**src/design/escape_time_fractal_iterator_assert.svh**
```systemverilog
// Assertion macros used by the escape-time fractal iterator core.
`ifndef ESCAPE_TIME_FRACTAL_ITERATOR_ASSERT_SVH
`define ESCAPE_TIME_FRACTAL_ITERATOR_ASSERT_SVH

// Same-cycle implication, checked at every rising edge outside reset.
`define ETFI_ASSERT_IMPLY(label, clk, rst_n, ante, cons) \
    label: assert property (@(posedge clk) disable iff (!(rst_n)) (ante) |-> (cons)) \
        else $error("etfi: same-cycle check failed");

// Next-cycle implication, checked at every rising edge outside reset.
`define ETFI_ASSERT_NEXT(label, clk, rst_n, ante, cons) \
    label: assert property (@(posedge clk) disable iff (!(rst_n)) (ante) |=> (cons)) \
        else $error("etfi: next-cycle check failed");

`endif

```
**src/design/etfi_pkg.sv**
```systemverilog
// Shared types, constants and state encodings for the escape-time fractal iterator.
package etfi_pkg;

    localparam int FRAC_BITS_DEF  = 28;
    localparam int PIXEL_BITS     = 12;
    localparam int COUNT_BITS     = 16;
    localparam int MUL_DIGIT_BITS = 32;
    localparam int CFG_INDEX_BITS = 3;
    localparam int CFG_DATA_BITS  = 32;
    localparam int STEP_BITS      = 31;
    localparam int COORD_BITS     = 32;
    localparam int LIMIT_BITS     = 16;

    localparam logic                  MODE_RST       = 1'b0;
    localparam logic [STEP_BITS-1:0]  STEP_RST       = 31'd1048576;
    localparam logic [COORD_BITS-1:0] VIEW_LEFT_RST  = 32'hE000_0000;
    localparam logic [COORD_BITS-1:0] VIEW_TOP_RST   = 32'hE000_0000;
    localparam logic [LIMIT_BITS-1:0] LIMIT_RST      = 16'd100;
    localparam logic [COORD_BITS-1:0] JULIA_REAL_RST = 32'h0000_0000;
    localparam logic [COORD_BITS-1:0] JULIA_IMAG_RST = 32'h0000_0000;

    localparam logic MODE_MANDELBROT = 1'b0;
    localparam logic MODE_JULIA      = 1'b1;

    typedef enum logic [CFG_INDEX_BITS-1:0] {
        CFG_FRACTAL_MODE,
        CFG_PIXEL_STEP,
        CFG_VIEW_LEFT,
        CFG_VIEW_TOP,
        CFG_ITERATION_LIMIT,
        CFG_JULIA_CONST_REAL,
        CFG_JULIA_CONST_IMAG
    } t_cfg_index;

    typedef struct packed {
        logic                  fractal_mode;
        logic [STEP_BITS-1:0]  pixel_step;
        logic [COORD_BITS-1:0] view_left;
        logic [COORD_BITS-1:0] view_top;
        logic [LIMIT_BITS-1:0] iteration_limit;
        logic [COORD_BITS-1:0] julia_const_real;
        logic [COORD_BITS-1:0] julia_const_imag;
    } t_cfg;

    typedef struct packed {
        logic [PIXEL_BITS-1:0] pixel_x;
        logic [PIXEL_BITS-1:0] pixel_y;
    } t_in_item;

    typedef struct packed {
        logic [COUNT_BITS-1:0] iteration_count;
        logic                  escaped;
    } t_out_item;

    typedef enum logic [2:0] {
        S_IDLE,
        S_MAP_X,
        S_MAP_Y,
        S_SQ_R,
        S_SQ_I,
        S_CROSS,
        S_DONE
    } t_state;

    typedef enum logic [1:0] {
        M_IDLE,
        M_ACC,
        M_SIGN
    } t_mul_state;

endpackage

```
**src/design/escape_time_fractal_iterator.sv**
```systemverilog
// Top level of the escape-time fractal iterator: configuration registers and core.
//
// Each pixel transfer on the input channel is mapped to a complex point
// (pixel times pixel_step plus the view origin, with 0.5 added to the real part in
// Julia mode) and the block then iterates z = z*z + c until |z|^2 reaches 4 or the
// iteration limit is met, returning the iteration count and an escaped flag in one
// output transfer. All arithmetic is signed fixed point with FRAC_BITS fraction bits
// and four integer bits; products are floored and new values saturate to the format.
// Every multiplication goes through a single shared multiplier, which splits each
// operand into N = ceil(max(FRAC_BITS+4, 32) / 32) digits of 32 bits and registers
// the signed product; the sequencer takes each product before it starts the next.
// A pixel needs 3*n+4 products for n iterations. The input stalls from a transfer
// until the sequencer is back in idle, so a new pixel is taken only once the previous
// one has been iterated; the shared multiplier sets this pace. The finished result
// sits in an output register, so a new pixel is accepted while the previous result
// still waits to be taken, and the result of that new pixel is held back only if the
// output is still occupied when it is ready. Configuration writes are always accepted
// and should be made only while no pixel is in flight; writes to an unknown index are
// ignored.
module escape_time_fractal_iterator #(
    parameter int FRAC_BITS = etfi_pkg::FRAC_BITS_DEF
) (
    input  logic                                i_clk,
    input  logic                                i_rst_n,
    input  logic                                i_in_valid,
    output logic                                o_in_stall,
    input  etfi_pkg::t_in_item                  i_in_data,
    output logic                                o_out_valid,
    input  logic                                i_out_stall,
    output etfi_pkg::t_out_item                 o_out_data,
    input  logic                                i_cfg_valid,
    output logic                                o_cfg_ready,
    input  logic [etfi_pkg::CFG_INDEX_BITS-1:0] i_cfg_index,
    input  logic [etfi_pkg::CFG_DATA_BITS-1:0]  i_cfg_data
);

    etfi_pkg::t_cfg r_cfg;
    logic           cfg_xfer;

    // The register file never back-pressures the configuration channel.
    assign o_cfg_ready = 1'b1;
    assign cfg_xfer    = i_cfg_valid && o_cfg_ready;

    // Each register keeps only the low bits of its own width from the write data.
    always_ff @(posedge i_clk) begin
        if (!i_rst_n) begin
            r_cfg.fractal_mode     <= etfi_pkg::MODE_RST;
            r_cfg.pixel_step       <= etfi_pkg::STEP_RST;
            r_cfg.view_left        <= etfi_pkg::VIEW_LEFT_RST;
            r_cfg.view_top         <= etfi_pkg::VIEW_TOP_RST;
            r_cfg.iteration_limit  <= etfi_pkg::LIMIT_RST;
            r_cfg.julia_const_real <= etfi_pkg::JULIA_REAL_RST;
            r_cfg.julia_const_imag <= etfi_pkg::JULIA_IMAG_RST;
        end else if (cfg_xfer) begin
            unique case (i_cfg_index)
                etfi_pkg::CFG_FRACTAL_MODE: begin
                    r_cfg.fractal_mode <= i_cfg_data[0];
                end
                etfi_pkg::CFG_PIXEL_STEP: begin
                    r_cfg.pixel_step <= i_cfg_data[etfi_pkg::STEP_BITS-1:0];
                end
                etfi_pkg::CFG_VIEW_LEFT: begin
                    r_cfg.view_left <= i_cfg_data[etfi_pkg::COORD_BITS-1:0];
                end
                etfi_pkg::CFG_VIEW_TOP: begin
                    r_cfg.view_top <= i_cfg_data[etfi_pkg::COORD_BITS-1:0];
                end
                etfi_pkg::CFG_ITERATION_LIMIT: begin
                    r_cfg.iteration_limit <= i_cfg_data[etfi_pkg::LIMIT_BITS-1:0];
                end
                etfi_pkg::CFG_JULIA_CONST_REAL: begin
                    r_cfg.julia_const_real <= i_cfg_data[etfi_pkg::COORD_BITS-1:0];
                end
                etfi_pkg::CFG_JULIA_CONST_IMAG: begin
                    r_cfg.julia_const_imag <= i_cfg_data[etfi_pkg::COORD_BITS-1:0];
                end
                default: begin
                    r_cfg <= r_cfg;
                end
            endcase
        end
    end

    // The core holds the sequencer, the shared multiplier and the output register.
    etfi_core #(
        .FRAC_BITS (FRAC_BITS)
    ) u_core (
        .i_clk       (i_clk),
        .i_rst_n     (i_rst_n),
        .i_cfg       (r_cfg),
        .i_in_valid  (i_in_valid),
        .o_in_stall  (o_in_stall),
        .i_in_data   (i_in_data),
        .o_out_valid (o_out_valid),
        .i_out_stall (i_out_stall),
        .o_out_data  (o_out_data)
    );

endmodule

```
**src/design/etfi_mul.sv**
```systemverilog
// Shared signed multiplier that accumulates digit partial products one digit pair at a time.
module etfi_mul #(
    parameter int OP_BITS = etfi_pkg::COORD_BITS
) (
    input  logic                          i_clk,
    input  logic                          i_rst_n,
    input  logic                          i_start,
    input  logic signed [OP_BITS-1:0]     i_a,
    input  logic signed [OP_BITS-1:0]     i_b,
    output logic                          o_done,
    output logic signed [2*OP_BITS-1:0]   o_prod
);

    localparam int DIG  = etfi_pkg::MUL_DIGIT_BITS;
    localparam int NDIG = (OP_BITS + DIG - 1) / DIG;
    localparam int PAD  = NDIG * DIG;
    localparam int ACCW = 2 * PAD;
    localparam int IW   = (NDIG > 1) ? $clog2(NDIG) : 1;
    localparam int PRW  = 2 * OP_BITS;

    etfi_pkg::t_mul_state r_state, n_state;
    logic [PAD-1:0]       r_a_mag, r_b_mag;
    logic                 r_neg;
    logic [IW-1:0]        r_i, r_j;
    logic [ACCW-1:0]      r_acc;
    logic signed [PRW-1:0] r_prod;
    logic                 r_done;

    logic [OP_BITS-1:0]   a_abs, b_abs;
    logic [DIG-1:0]       a_dig, b_dig;
    logic [2*DIG-1:0]     pp;
    logic [IW:0]          dig_sum;
    logic [ACCW-1:0]      pp_sh;
    logic [PRW-1:0]       acc_lo;
    logic                 last_step;
    logic                 do_load, do_acc, do_sign;

    // Magnitudes of the operands; the most negative value still fits unsigned.
    assign a_abs = i_a[OP_BITS-1] ? (~i_a + OP_BITS'(1)) : i_a;
    assign b_abs = i_b[OP_BITS-1] ? (~i_b + OP_BITS'(1)) : i_b;

    assign a_dig     = r_a_mag[r_i*DIG +: DIG];
    assign b_dig     = r_b_mag[r_j*DIG +: DIG];
    assign pp        = a_dig * b_dig;
    assign dig_sum   = {1'b0, r_i} + {1'b0, r_j};
    assign pp_sh     = ACCW'(pp) << (dig_sum * DIG);
    assign acc_lo    = r_acc[PRW-1:0];
    assign last_step = (r_i == IW'(NDIG - 1)) && (r_j == IW'(NDIG - 1));

    always_comb begin
        n_state = r_state;
        unique case (r_state)
            etfi_pkg::M_IDLE: begin
                if (i_start) begin
                    n_state = etfi_pkg::M_ACC;
                end
            end
            etfi_pkg::M_ACC: begin
                if (last_step) begin
                    n_state = etfi_pkg::M_SIGN;
                end
            end
            etfi_pkg::M_SIGN: begin
                n_state = etfi_pkg::M_IDLE;
            end
            default: begin
                n_state = etfi_pkg::M_IDLE;
            end
        endcase
    end

    always_comb begin
        do_load = 1'b0;
        do_acc  = 1'b0;
        do_sign = 1'b0;
        unique case (r_state)
            etfi_pkg::M_IDLE: begin
                do_load = i_start;
            end
            etfi_pkg::M_ACC: begin
                do_acc = 1'b1;
            end
            etfi_pkg::M_SIGN: begin
                do_sign = 1'b1;
            end
            default: begin
                do_load = 1'b0;
            end
        endcase
    end

    always_ff @(posedge i_clk) begin
        if (!i_rst_n) begin
            r_state <= etfi_pkg::M_IDLE;
            r_done  <= 1'b0;
            r_i     <= '0;
            r_j     <= '0;
        end else begin
            r_state <= n_state;
            r_done  <= do_sign;
            if (do_load) begin
                r_i <= '0;
                r_j <= '0;
            end else if (do_acc) begin
                if (r_j == IW'(NDIG - 1)) begin
                    r_j <= '0;
                    r_i <= r_i + IW'(1);
                end else begin
                    r_j <= r_j + IW'(1);
                end
            end
        end
    end

    always_ff @(posedge i_clk) begin
        if (do_load) begin
            r_a_mag <= PAD'(a_abs);
            r_b_mag <= PAD'(b_abs);
            r_neg   <= i_a[OP_BITS-1] ^ i_b[OP_BITS-1];
            r_acc   <= '0;
        end else if (do_acc) begin
            r_acc <= r_acc + pp_sh;
        end
        if (do_sign) begin
            r_prod <= r_neg ? $signed(-acc_lo) : $signed(acc_lo);
        end
    end

    assign o_done = r_done;
    assign o_prod = r_prod;

endmodule

```
**src/design/etfi_core.sv**
```systemverilog
// Sequencer and datapath that maps a pixel and runs the escape-time iteration.
`include "escape_time_fractal_iterator_assert.svh"

module etfi_core #(
    parameter int FRAC_BITS = etfi_pkg::FRAC_BITS_DEF
) (
    input  logic                i_clk,
    input  logic                i_rst_n,
    input  etfi_pkg::t_cfg      i_cfg,
    input  logic                i_in_valid,
    output logic                o_in_stall,
    input  etfi_pkg::t_in_item  i_in_data,
    output logic                o_out_valid,
    input  logic                i_out_stall,
    output etfi_pkg::t_out_item o_out_data
);

    localparam int W   = FRAC_BITS + 4;
    localparam int MW  = (W > etfi_pkg::COORD_BITS) ? W : etfi_pkg::COORD_BITS;
    localparam int PRW = 2 * MW;
    localparam int PW  = PRW + 1;
    localparam int SW  = W + 6;

    localparam logic signed [PW-1:0] FMT_MAX = {{(PW-W+1){1'b0}}, {(W-1){1'b1}}};
    localparam logic signed [PW-1:0] FMT_MIN = {{(PW-W+1){1'b1}}, {(W-1){1'b0}}};
    localparam logic signed [PW-1:0] HALF    = PW'(1) <<< (FRAC_BITS - 1);
    localparam logic signed [SW-1:0] FOUR    = SW'(4) <<< FRAC_BITS;

    function automatic logic signed [W-1:0] f_sat(input logic signed [PW-1:0] v);
        logic signed [W-1:0] res;
        if (v > FMT_MAX) begin
            res = FMT_MAX[W-1:0];
        end else if (v < FMT_MIN) begin
            res = FMT_MIN[W-1:0];
        end else begin
            res = v[W-1:0];
        end
        return res;
    endfunction

    etfi_pkg::t_state r_state, n_state;
    logic                                r_pending;
    logic [etfi_pkg::PIXEL_BITS-1:0]     r_px, r_py;
    logic [etfi_pkg::COUNT_BITS-1:0]     r_limit, r_count;
    logic signed [W-1:0]                 r_zr, r_zi, r_cr, r_ci;
    logic signed [SW-1:0]                r_sr, r_diff;
    logic                                r_esc;
    logic                                r_out_valid;
    etfi_pkg::t_out_item                 r_out;

    logic                                mul_start, mul_done;
    logic signed [MW-1:0]                mul_a, mul_b;
    logic signed [PRW-1:0]               mul_prod;

    logic                                in_xfer, out_free, julia;
    logic signed [SW-1:0]                prod_sq, prod_cross, mag;
    logic                                esc_now, stop_now;
    logic signed [PW-1:0]                map_view, map_sum;
    logic signed [W-1:0]                 map_sat, jr_sat, ji_sat, zr_next, zi_next;

    etfi_mul #(
        .OP_BITS (MW)
    ) u_mul (
        .i_clk   (i_clk),
        .i_rst_n (i_rst_n),
        .i_start (mul_start),
        .i_a     (mul_a),
        .i_b     (mul_b),
        .o_done  (mul_done),
        .o_prod  (mul_prod)
    );

    assign julia    = (i_cfg.fractal_mode == etfi_pkg::MODE_JULIA);
    assign in_xfer  = i_in_valid && !o_in_stall;
    assign out_free = !r_out_valid || !i_out_stall;

    // Products are floored by the arithmetic shift; the cross term keeps one more bit.
    assign prod_sq    = SW'(mul_prod >>> FRAC_BITS);
    assign prod_cross = SW'(mul_prod >>> (FRAC_BITS - 1));
    assign mag        = r_sr + prod_sq;
    assign esc_now    = (mag >= FOUR);
    assign stop_now   = esc_now || (r_count >= r_limit);

    assign map_view = (r_state == etfi_pkg::S_MAP_X) ? PW'($signed(i_cfg.view_left))
                                                     : PW'($signed(i_cfg.view_top));
    assign map_sum  = PW'(mul_prod) + map_view
                    + (((r_state == etfi_pkg::S_MAP_X) && julia) ? HALF : PW'(0));
    assign map_sat  = f_sat(map_sum);
    assign jr_sat   = f_sat(PW'($signed(i_cfg.julia_const_real)));
    assign ji_sat   = f_sat(PW'($signed(i_cfg.julia_const_imag)));
    assign zr_next  = f_sat(PW'(r_diff) + PW'(r_cr));
    assign zi_next  = f_sat(PW'(prod_cross) + PW'(r_ci));

    always_comb begin
        n_state = r_state;
        unique case (r_state)
            etfi_pkg::S_IDLE: begin
                if (i_in_valid) begin
                    n_state = etfi_pkg::S_MAP_X;
                end
            end
            etfi_pkg::S_MAP_X: begin
                if (mul_done) begin
                    n_state = etfi_pkg::S_MAP_Y;
                end
            end
            etfi_pkg::S_MAP_Y: begin
                if (mul_done) begin
                    n_state = etfi_pkg::S_SQ_R;
                end
            end
            etfi_pkg::S_SQ_R: begin
                if (mul_done) begin
                    n_state = etfi_pkg::S_SQ_I;
                end
            end
            etfi_pkg::S_SQ_I: begin
                if (mul_done) begin
                    n_state = stop_now ? etfi_pkg::S_DONE : etfi_pkg::S_CROSS;
                end
            end
            etfi_pkg::S_CROSS: begin
                if (mul_done) begin
                    n_state = etfi_pkg::S_SQ_R;
                end
            end
            etfi_pkg::S_DONE: begin
                if (out_free) begin
                    n_state = etfi_pkg::S_IDLE;
                end
            end
            default: begin
                n_state = etfi_pkg::S_IDLE;
            end
        endcase
    end

    always_comb begin
        o_in_stall = 1'b1;
        mul_start  = 1'b0;
        mul_a      = MW'(r_zr);
        mul_b      = MW'(r_zr);
        unique case (r_state)
            etfi_pkg::S_IDLE: begin
                o_in_stall = 1'b0;
            end
            etfi_pkg::S_MAP_X: begin
                mul_start = !r_pending;
                mul_a     = $signed(MW'(r_px));
                mul_b     = $signed(MW'(i_cfg.pixel_step));
            end
            etfi_pkg::S_MAP_Y: begin
                mul_start = !r_pending;
                mul_a     = $signed(MW'(r_py));
                mul_b     = $signed(MW'(i_cfg.pixel_step));
            end
            etfi_pkg::S_SQ_R: begin
                mul_start = !r_pending;
            end
            etfi_pkg::S_SQ_I: begin
                mul_start = !r_pending;
                mul_a     = MW'(r_zi);
                mul_b     = MW'(r_zi);
            end
            etfi_pkg::S_CROSS: begin
                mul_start = !r_pending;
                mul_b     = MW'(r_zi);
            end
            etfi_pkg::S_DONE: begin
                o_in_stall = 1'b1;
            end
            default: begin
                o_in_stall = 1'b1;
            end
        endcase
    end

    always_ff @(posedge i_clk) begin
        if (!i_rst_n) begin
            r_state     <= etfi_pkg::S_IDLE;
            r_pending   <= 1'b0;
            r_out_valid <= 1'b0;
        end else begin
            r_state <= n_state;
            if (mul_start) begin
                r_pending <= 1'b1;
            end else if (mul_done) begin
                r_pending <= 1'b0;
            end
            if ((r_state == etfi_pkg::S_DONE) && out_free) begin
                r_out_valid <= 1'b1;
            end else if (!i_out_stall) begin
                r_out_valid <= 1'b0;
            end
        end
    end

    always_ff @(posedge i_clk) begin
        if (in_xfer) begin
            r_px    <= i_in_data.pixel_x;
            r_py    <= i_in_data.pixel_y;
            r_limit <= i_cfg.iteration_limit[etfi_pkg::COUNT_BITS-1:0];
        end
        if (mul_done) begin
            unique case (r_state)
                etfi_pkg::S_MAP_X: begin
                    if (julia) begin
                        r_zr <= map_sat;
                    end else begin
                        r_cr <= map_sat;
                    end
                end
                etfi_pkg::S_MAP_Y: begin
                    r_count <= '0;
                    if (julia) begin
                        r_zi <= map_sat;
                        r_cr <= jr_sat;
                        r_ci <= ji_sat;
                    end else begin
                        r_ci <= map_sat;
                        r_zr <= '0;
                        r_zi <= '0;
                    end
                end
                etfi_pkg::S_SQ_R: begin
                    r_sr <= prod_sq;
                end
                etfi_pkg::S_SQ_I: begin
                    r_esc  <= esc_now;
                    r_diff <= r_sr - prod_sq;
                end
                etfi_pkg::S_CROSS: begin
                    r_zr    <= zr_next;
                    r_zi    <= zi_next;
                    r_count <= r_count + etfi_pkg::COUNT_BITS'(1);
                end
                default: begin
                    r_sr <= r_sr;
                end
            endcase
        end
        if ((r_state == etfi_pkg::S_DONE) && out_free) begin
            r_out.iteration_count <= r_count;
            r_out.escaped         <= r_esc;
        end
    end

    assign o_out_valid = r_out_valid;
    assign o_out_data  = r_out;

    `ETFI_ASSERT_IMPLY(a_done_only_when_pending, i_clk, i_rst_n, mul_done, r_pending)
    `ETFI_ASSERT_NEXT(a_accept_starts_map, i_clk, i_rst_n, in_xfer, r_state == etfi_pkg::S_MAP_X)
    `ETFI_ASSERT_IMPLY(a_count_within_limit, i_clk, i_rst_n, (r_state == etfi_pkg::S_SQ_R) || (r_state == etfi_pkg::S_SQ_I) || (r_state == etfi_pkg::S_CROSS), r_count <= r_limit)
    `ETFI_ASSERT_IMPLY(a_stop_has_reason, i_clk, i_rst_n, r_state == etfi_pkg::S_DONE, r_esc || (r_count == r_limit))

endmodule
```
**config.mk**
```make
export PLATFORM = sky130hd
export DESIGN_NAME = escape_time_fractal_iterator
export DESIGN_NICKNAME = d
export VERILOG_FILES = /design/src/design/etfi_pkg.sv /design/src/design/escape_time_fractal_iterator.sv /design/src/design/etfi_mul.sv /design/src/design/etfi_core.sv
export VERILOG_INCLUDE_DIRS = /design/src /design/src/design
export SDC_FILE = /design/constraint.sdc
export NUM_CORES = 2
export LEC_CHECK = 0
export BUFFER_PORTS_ARGS = -buffer_cell sky130_fd_sc_hd__buf_2
export CORE_ASPECT_RATIO = 0.5
export CORE_MARGIN = 4
export CORE_UTILIZATION = 45
export DETAILED_ROUTE_END_ITERATION = 6
export GPL_TIMING_DRIVEN = 0
export SYNTH_ARGS = -nofsm -noshare
export SYNTH_HDL_FRONTEND = slang
export SYNTH_HIERARCHICAL = 1
export SYNTH_SLANG_ARGS = --single-unit
```
**constraint.sdc**
```tcl
create_clock -name i_clk -period 30.3 [get_ports i_clk]
set_input_delay 3.03 -clock i_clk [delete_from_list [all_inputs] [get_ports i_clk]]
set_output_delay 3.03 -clock i_clk [all_outputs]
set_load 0.02 [all_outputs]
```
==> metrics.cfg <==
[routing]
routed_wirelength_um=286400
dr.pass1.iters=6
drt-wirelength-per-cell_um=25.85
via_per_inst=5.813
drc=0
ant_nets=0
drtIter0Drc=6560
num_vias=64400

[clock_network]
cts_resized=0
cts_sinks=653
cts-root-buf=clkbuf_16
clockBufferDepth=3
post_cts_buffers=0
h-tree-depth=3
clk_pin_slew_ps=60
cts_buffers=74
cts_tree=done
clk_latency_ps=630
ctsHoldBuffers=0

[layout]
synthToLayoutAreaGrowth_pct=7.792
final_cell_mix=1,084 x nand2_1, 1,053 x inv_1, 903 x fa_1
layout-drive-gt1-share_pct=4.225
final_common_cell=nand2_1
fin_area_um2=84360
final_nets=10310

[sta]
period_needed_ps=13860
skew_ps=26.21
setup_violations=0
worst_pin_slew_ps=1387
max_slew_margin_pct=6.326
fin_crit_sh_pct=45.73
drv_slew=0
hold_viol=0
rsz0062_at_grt=no
finalSetupTns_ps=0
max_freq_mhz=72.16

[synthesis]
synth.area.top_cells=fa_1 23%, edfxtp_1 16%, ha_1 9.9%, dfxtp_1 6.4%, nand2_1 5.2%
syn_inst=8553
synthArstFlopShare_pct=0
syn_nets=10140
synth-edff-count=404
synth_ff_type=edfxtp_1
synth_seq_area_share_pct=21.87
synthDistinctLibCells=103
synth_top_area_share_pct=23.10
ys_seq_elements=653
synth_area_um2=78270
yosysTopAreaCell=fa_1
syn_avg_cell_area_um2=9.151
yosysWarnings=6

[worst_hold_path]
hold_depth=0
min_from=r_cfg[71]
hold_class=flip-flop to flip-flop
min_to=u_core/r_limit[7]

[job]
cap_violations=0

[global_routing]
grt_busiest_layer=met2
use_met3_pct=7.159
first_global_vias=63070
grt_max_degree=68
grt_usage_pct=31.44
met2_usage_pct=47.32
gr-usage-met1_pct=44.37
antenna_found_initial=25
grt_overflow=0
grt_pass1_wl_um=422100

[floorplan]
die_x_um=597.8
ioPinCount=84
core_um2=171500
start_util_pct=45.64
num_rows=107
dieArea_um2=181100
die_y_um=302.9

[placed_design]
place_area_um2=81890
hpwl_um=235600
place_congestion=1.029
portBuffers=78

[setup_path]
crit_path_frequent_cell=fa_1
crit_type=flip-flop to flip-flop
slowest_delay_ps=990
slowest_stage=nor2b_1
startpoint_type=flip-flop
worst_r2r_endpoint=u_core/u_mul/acc_lo[63]
cp-end-kind=flip-flop
rr_startpoint=u_core/u_mul/r_i
crit_required_ps=30860
crit_fanout=10
r2r_cells=40
cp.arrival_ps=14420
ff2ff_setup_slack_ps=16440

[outcome]
status=finished clean

==> Yosys cell counts, drive strengths merged (26+ instances only) <==
master and instances:
xor2 107, and3 45, nand2 1084, or4 26
a22oi 47, mux2i 188, o22a 61, nand4 64
o31ai 62, o211ai 62, edfxtp 404, nor2 296
a21o 163, a211oi 61, and2 606, o21a 37
ha 620, a21oi 417, inv 1054, nor3 79
a221oi 35, xnor2 274, o21bai 63, or3 61
nand3 97, fa 903, dfxtp 249, buf 76
o21ai 298, nand2b 76, nor4 30, clkbuf 405
nor2b 150, a31oi 39, mux2 33
==> through the flow <==
step	setup slack, ps	hold slack [ps]	utilization, %	cells
floorplan	20180	400.3	-	8553
global placement	16680	411.5	47.53	10920
detailed placement	16960	414.8	47.75	10940
CTS	16870	429.1	49.18	11070
global route	16110	435.6	49.18	11070
finish	16440	429.7	49.19	11080
==> logic make-up (layout without fill, tap and decap cells) <==
family                     Yosys count  after routing  share of synthesized area (%)
adders and majority gates         1523           1523                          33.01
other                                1              9                       0.004791
muxes                              221            221                          2.879
buffers and inverters             1539           1768                          7.662
DFF                                653            653                          21.87
AOI/OAI and AO/OA                 1549           1549                          13.15
xor gates and xnor gates           381            381                          4.264
and+or+nand+nor                   2686           2686                          17.16
==> routing by layer <==
layer  share of wire, %  vias up
met5              0.028        -
li1                   -    28860
met2                 42     2964
met3                 10      489
met4                4.3       12
met1                 43    32070
==> how the worst max path moves through the flow <==
stage                                 from                 endpoint  slack [ps]  depth (start not counted)
final                     u_core/u_mul/r_i  u_core/u_mul/acc_lo[63]       16440                         40
after global routing      u_core/u_mul/r_i  u_core/u_mul/acc_lo[63]       16110                         42
after CTS                 u_core/u_mul/r_i  u_core/u_mul/acc_lo[63]       16870                         40
after detailed placement  u_core/u_mul/r_i  u_core/u_mul/acc_lo[63]       16960                         40
after global placement    u_core/u_mul/r_i  u_core/u_mul/acc_lo[56]       16680                         40
after floorplan           u_core/u_mul/r_i  u_core/u_mul/acc_lo[56]       20180                         40
==> sequential cells by signal, summed over array words and instances (netlist names), 36 cells and up <==
signal	count
u_core/r_sr	36
u_core/u_mul/o_prod	64
u_core/r_diff	37
r_cfg	176
u_core/u_mul/acc_lo	64
==> cell type report <==
cell class | count | area, um^2
Antenna cell | 8 | 20.02
Fill cell | 16410 | 87130
Tap cell | 2289 | 2864
Clock inverter | 38 | 399.1
Inverter | 1058 | 3971
Sequential cell | 653 | 17120
Timing Repair Buffer | 94 | 674.4
Buffer | 481 | 2029
Multi-Input combinational cell | 6361 | 55240
Clock buffer | 97 | 2052
==> worst max-delay path, delay by kind of cell (launching register included) <==
kind	cells	cell delay [ps]
simple gates	5	1650
mux	2	450
compound gates	13	3900
buf+inv	9	2040
flops	1	370
fa+ha+maj	10	4800
xor+xnor	1	530
Power is not shown: default switching activity piles up to over one toggle a cycle in this logic, so the estimate is an artifact.
